<file path="src/dmpq_pkg.sv">
// ----------------------------------------------------------------------------
// dmpq_pkg
// Shared types and constants for the deletable minimum priority queue.
// ----------------------------------------------------------------------------
package dmpq_pkg;

  localparam int unsigned CAPACITY_DEF  = 64;
  localparam int unsigned KEY_WIDTH_DEF = 32;

  typedef enum logic [1:0] {
    OP_PUSH  = 2'd0,
    OP_ERASE = 2'd1,
    OP_POP   = 2'd2
  } dmpq_op_e;

  typedef enum logic [1:0] {
    ST_OK     = 2'd0,
    ST_EMPTY  = 2'd1,
    ST_FULL   = 2'd2,
    ST_ABSENT = 2'd3
  } dmpq_status_e;

  typedef struct packed {
    logic [1:0]  operation;
    logic [31:0] key;
  } dmpq_in_t;

  typedef struct packed {
    logic [31:0] popped_key;
    logic [31:0] min_key;
    logic [6:0]  live_count;
    logic [1:0]  status;
  } dmpq_out_t;

  // operation broadcast to every cell, already qualified
  typedef struct packed {
    logic push;
    logic erase;
    logic pop;
  } dmpq_cmd_t;

  // what a cell tells its right-hand neighbour
  typedef struct packed {
    logic valid;
    logic gt;
  } dmpq_flags_t;

endpackage

</file>
<file path="src/dmpq_cell.sv">
// ----------------------------------------------------------------------------
// dmpq_cell
// One slot of the sorted chain: holds a key and a valid flag, and moves
// keys to or from its neighbours on push, erase and pop.
// ----------------------------------------------------------------------------
module dmpq_cell #(
  parameter int unsigned KEY_WIDTH = dmpq_pkg::KEY_WIDTH_DEF
) (
  input  logic                  clk_i,
  input  logic                  rst_ni,
  input  dmpq_pkg::dmpq_cmd_t   cmd_i,
  input  logic [KEY_WIDTH-1:0]  key_i,
  input  dmpq_pkg::dmpq_flags_t left_flags_i,
  input  logic [KEY_WIDTH-1:0]  left_key_i,
  input  logic                  right_valid_i,
  input  logic [KEY_WIDTH-1:0]  right_key_i,
  output dmpq_pkg::dmpq_flags_t flags_o,
  output logic                  eq_o,
  output logic [KEY_WIDTH-1:0]  key_o
);

  logic [KEY_WIDTH-1:0] key_q, key_d;
  logic                 valid_q, valid_d;
  logic                 gt, ge;

  assign gt   = valid_q && (key_q > key_i);
  assign ge   = valid_q && (key_q >= key_i);
  assign eq_o = valid_q && (key_q == key_i);

  assign flags_o.valid = valid_q;
  assign flags_o.gt    = gt;
  assign key_o         = key_q;

  always_comb begin
    key_d   = key_q;
    valid_d = valid_q;
    if (cmd_i.push) begin
      if (gt || (!valid_q && left_flags_i.valid)) begin
        key_d   = left_flags_i.gt ? left_key_i : key_i;
        valid_d = 1'b1;
      end
    end else if (cmd_i.pop || (cmd_i.erase && ge)) begin
      key_d   = right_key_i;
      valid_d = right_valid_i;
    end
  end

  always_ff @(posedge clk_i or negedge rst_ni) begin
    if (!rst_ni) begin
      valid_q <= 1'b0;
    end else begin
      valid_q <= valid_d;
    end
  end

  always_ff @(posedge clk_i) begin
    key_q <= key_d;
  end

endmodule

</file>
<file path="config.mk">
export PLATFORM = sky130hd
export DESIGN_NAME = dmpq_cell
export DESIGN_NICKNAME = d
export VERILOG_FILES = /design/src/dmpq_pkg.sv /design/src/dmpq_cell.sv
export SDC_FILE = /design/constraint.sdc
export NUM_CORES = 1
export LEC_CHECK = 0
export ABC_AREA = 1
export BUFFER_PORTS_ARGS = -buffer_cell sky130_fd_sc_hd__buf_2
export CAP_MARGIN = 30
export CORE_ASPECT_RATIO = 2
export CORE_MARGIN = 2
export CORE_UTILIZATION = 49
export DETAILED_ROUTE_END_ITERATION = 12
export MAX_ROUTING_LAYER = met4
export PLACE_DENSITY_LB_ADDON = 0.15
export SETUP_SLACK_MARGIN = 0.5
export SLEW_MARGIN = 10
export SYNTH_ARGS = -nofsm -noshare
export SYNTH_HDL_FRONTEND = slang
export SYNTH_SLANG_ARGS = --single-unit
export TNS_END_PERCENT = 20
</file>
<file path="constraint.sdc">
create_clock -name clk_i -period 4.4 [get_ports clk_i]
set_clock_uncertainty 0.05 [all_clocks]
set_input_delay 0.22 -clock clk_i [delete_from_list [all_inputs] [get_ports clk_i]]
set_output_delay 0.22 -clock clk_i [all_outputs]
set_load 0.02 [all_outputs]
</file>
# --- Yosys cells after proc, flatten, opt, wreduce, memory -nomap -nowiden ---
# Index checks and enable logic that the tools add are counted.
totals:
  register_bits: 33
  inputBits: 104
  out_inout_bits: 35
  wordCells: 23
op_classes:
  magnitude_cmp: 2
  eq_ne: 2
  mux: 7
  n_reduce_logical: 10
op_table:
  columns: ["op", "n"]
  rows:
  - ["$mux W32", 4]
  - ["$eq A32 B32 Y1", 1]
  - ["$ge A32 B32 Y1", 1]
  - ["$gt A32 B32 Y1", 1]
  - ["$logic_and A1 B1 Y1", 5]
  - ["$mux W1", 3]
  - ["$logic_or A1 B1 Y1", 2]
  - ["$ne A2 B1 Y1 const B", 1]
  - ["$reduce_and A2 Y1", 1]
  - ["$reduce_bool A2 Y1", 1]
  - ["$logic_not A1 Y1", 1]

# --- Longest topological paths before layout ---
depth:
  depth_word: 6
  ltp_mapped: 18
  depth_no_buf: 18

# --- Worst setup path before layout ---
# No wires, ideal clock.
synth_timing:
  path_type: "register to register"
  from: "reg key_q[7] (netlist: key_o[7])"
  to: "reg key_q[0] (netlist: key_o[0]), enable pin"
  setup_ps: 387
  arrival_ps: 2208
  required_ps: 3963
  setup_slack_ps: 1756
  stages_incl_launch_ff: 12
  path_buffers: 0
  synth_period_minus_slack_ps: 2644
  cell_sequence: "edfxtp_1 ha_1 nand2_2 nor2_4 nand4_2 nor3b_2 nand2_1 nand3_1 nand2_1 nand2_2 nand2_2 inv_1"
synth_between:
  elab_chain_len: 6
  word_cells_on_any_way: 10
  cone_classes: "2 x order compare; 1 x eq/ne; 7 x reduce/logical"
synth_lines:
  columns: ["element", "line_no", "rtl"]
  rows:
  - ["from (decl)", "dmpq_cell.sv:22", "logic [KEY_WIDTH-1:0] key_q, key_d;"]
  - ["from (signal assigned)", "dmpq_cell.sv:57", "key_q <= key_d;"]
  - ["$ge A32 B32 Y1", "dmpq_cell.sv:27", "assign ge = valid_q && (key_q >= key_i);"]
  - ["$logic_and A1 B1 Y1", "dmpq_cell.sv:27", null]
  - ["$logic_and A1 B1 Y1", "dmpq_cell.sv:42", "end else if (cmd_i.pop || (cmd_i.erase && ge)) begin"]
  - ["$logic_or A1 B1 Y1", "dmpq_cell.sv:42", null]
  - ["$reduce_bool A2 Y1 (no line)", null, null]
  - ["$reduce_and A2 Y1 (no line) *", null, null]
# Mark *: on every way between the ends. The rest lies on a longest branch, timed or not.
# A chain may end at the register's enable or synchronous reset.

# --- Worst setup path after layout ---
layout_timing:
  from: "reg key_q[23] (netlist: key_o[23])"
  to: "reg key_q[11] (netlist: key_o[11]), enable pin"
# The elaborated chain is that of the path after synthesis.

==> flow_metrics.py <==
metrics = {
    "logic_synthesis": {
        "yosys.area_share.simple_pct": 20.3,
        "synth.mux.area_fraction_pct": 0,
        "synth_nets": 473,
        "ys_types": 23,
        "yosys_warnings": 0,
        "yosysTopAreaCell": "edfxtp_1",
        "syn_area_um2": 2580,
        "avgSynthCellArea_um2": 7.66,
        "synth.top_cell.area_share_pct": 37.2,
        "synthAdderAreaFrac_pct": 15.5,
        "syn_inst": 337,
        "synth_compound_area_share_pct": 16.9,
        "synth_top_family_by_area": "simple AND/OR/NAND/NOR gates",
        "ys_ff_latch": 33,
        "synth_xor_area_share_pct": 0,
        "synthTopCellsByArea": "edfxtp_1 37%, ha_1 16%, o21ai_0 12%",
        "seq_area_frac_synth_pct": 38.2,
    },
    "power_and_ir_drop": {
        "p_leak_nw": 1.85,
        "power_w": 0.00110,
        "p_per_area_nw_per_um2": 321,
        "ir_drop_uv": 329,
    },
    "placement": {
        "port_buffers": 138,
        "dpl_worst_slack_ns": 1.61,
        "gp_congestion": 0.791,
        "dpl_cell_area_um2": 3330,
        "hpwl_mm": 5.66,
        "place_inst": 522,
    },
    "grt": {
        "grt_pass1_vias": 2675,
        "antenna_found_initial": 0,
        "grt_use_total_pct": 25.1,
        "grt_max_degree": 36,
        "grt.overflow.total": 0,
        "grt_pass1_wl_mm": 11.4,
    },
    "clock_tree": {
        "clk_pin_slew_ns": 0.07,
        "cts_tree": "built",
        "numCtsBuffers": 5,
        "cts_resized": 0,
        "h-tree-depth": 2,
        "root_buffer": "clkbuf_8",
        "postCtsSetupRepairBufs": 0,
        "clockBufferDepth": 2,
        "clkLatencyLatePin_ns": 0.28,
        "clock-sinks": 33,
    },
    "cells_and_area": {
        "diodes": 0,
        "nets": 608,
        "fin_area_um2": 3440,
        "instances_no_fill": 531,
        "final_layout_size_suffix_gt1_share_pct": 34.0,
        "syn_to_final_growth_pct": 33.2,
        "nFillCells": 477,
    },
    "worst_hold_path": {
        "worstHoldPathType": "primary input to register",
        "whs_path_depth": 3,
    },
    "sta": {
        "slew_violations": 0,
        "rsz0062_at_grt": "false",
        "hold_violations": 0,
        "min_period_over_period_pct": 63.3,
        "fmax_ghz": 0.359,
        "max_slew_margin_pct": 58.4,
        "fin_crit_ns": 2.79,
        "finalSetupViolations": 0,
        "tightest_slew_ns": 0.623,
        "setup_ws_ns": 1.61,
        "setup_tns_ns": 0,
    },
    "die": {
        "initial_core_util_pct": 50.7,
        "core_um2": 5090,
        "dieArea_um2": 5900,
        "rows": 37,
        "die_h_um": 107,
        "die_w_um": 55.3,
        "ios": 139,
    },
    "routing": {
        "route.detailed.drc": 0,
        "drtPass1Iterations": 4,
        "ant_nets": 0,
        "drt_wl_total_mm": 7.14,
        "drtIter0Drc": 116,
        "num_vias": 2714,
        "wl_per_cell_um": 13.4,
        "vias_per_cell": 5.11,
    },
    "worst_setup_path": {
        "worst_setup_path_end_kind": "register",
        "cp_data_required_time_ns": 4.32,
        "crit_type": "register to register",
        "arrival_ns": 2.71,
        "r2r_cells": 12,
        "startpoint_type": "register",
        "crit_path_max_fanout": 17,
    },
    "run_status": {
        "status": "finished, final reports clean",
    },
    "run": {
        "maxCapViolCount": 0,
    },
}
## metrics by stage
step	util [%]	hold slack [ns]
floorplan	-	-0.126
global placement	64.8	-0.0531
detailed placement	65.3	-0.0508
CTS	67.5	0.159
global route	67.5	0.172
finish	67.5	0.168
## power by group
part | internal, W | switching, W
clock network | 0.000141 | 0.000113
logic | 0.000154 | 0.000253
registers | 0.000414 | 0.0000282
## flip-flops by register name, summed over array words and instances, names as in the netlist
name     flops
valid_q      1
key_o       32
## layer usage
metal	share of wire, %	global-route usage, %	vias to the layer above
met1	35	24.1	1233
met3	4.6	3.38	9
met2	58	49.5	90
li1	-	-	1382
met4	1.8	8.36	0
met5	0	-	-
## critical path, stage by stage (launching register included)
cell	delay [ns]
edfxtp_1	0.40
ha_1	0.32
nand2_1	0.07
nor2_1	0.14
nand4_1	0.11
nor2_1	0.18
nand2_1	0.10
nand2_1	0.07
nand2_1	0.07
nand2_2	0.08
nand2_2	0.06
inv_1	0.46
buf_4	0.37
## Yosys cell counts, drive strengths merged
cell type   n
o21a        2
nand4       2
clkbuf     12
inv        46
a21o        1
or2         1
nor3b       1
ha         32
edfxtp     32
nor3        1
nand3       3
nor2       42
nand2      77
buf         2
dfrtp       1
a21oi      16
o21ai      66
## what timing repair did
| item | CTS | global route |
|---|---|---|
| endpoints found under the hold margin | 1 | 0 |
| hold buffers | 1 | 0 |
| setup endpoints to repair | 0 | 0 |
## cells by family (layout without fill, tap and decap cells)
group           Yosys count  after routing
fa+ha+maj                32             32
flops                    33             33
buf+inv                  60            196
compound gates           85             85
simple gates            127            127
## cells in the final DEF (no fill, tap or decap), drive strengths merged
cell	instances
nor3	1
inv	46
or2	1
buf	141
nand4	2
nand3	3
nor3b	1
dfrtp	1
a21o	1
o21ai	66
a21oi	16
edfxtp	32
o21a	2
clkinv	1
nor2	42
clkbuf	7
dlygate4sd3	1
nand2	77
ha	32
## cell type report
type | count | area [um2] | area share (%)
Sequential cell | 33 | 986 | 28.7
Clock inverter | 1 | 5.00 | 0.146
Inverter | 46 | 173 | 5.02
Clock buffer | 7 | 96.3 | 2.80
Timing Repair Buffer | 142 | 743 | 21.6
Tap cell | 58 | 72.6 | 2.11
Multi-Input combinational cell | 244 | 1360 | 39.6
## path summary, 6_finish.rpt
| path | start | endpoint | slack (ns) |
|---|---|---|---|
| worst max-delay path | key_o[23] | key_o[11] | 1.61 |
| worst max register to register | key_o[23] | key_o[11] | 1.61 |
| max in group asynchronous | rst_ni | valid_q | 4.03 |
| min in group asynchronous | rst_ni | valid_q | 0.19 |
| worst min-delay path | right_key_i[9] | key_o[9] | 0.17 |
| worst min register to register | valid_q | valid_q | 0.50 |
Note: power is estimated with default switching activity, not from simulation.
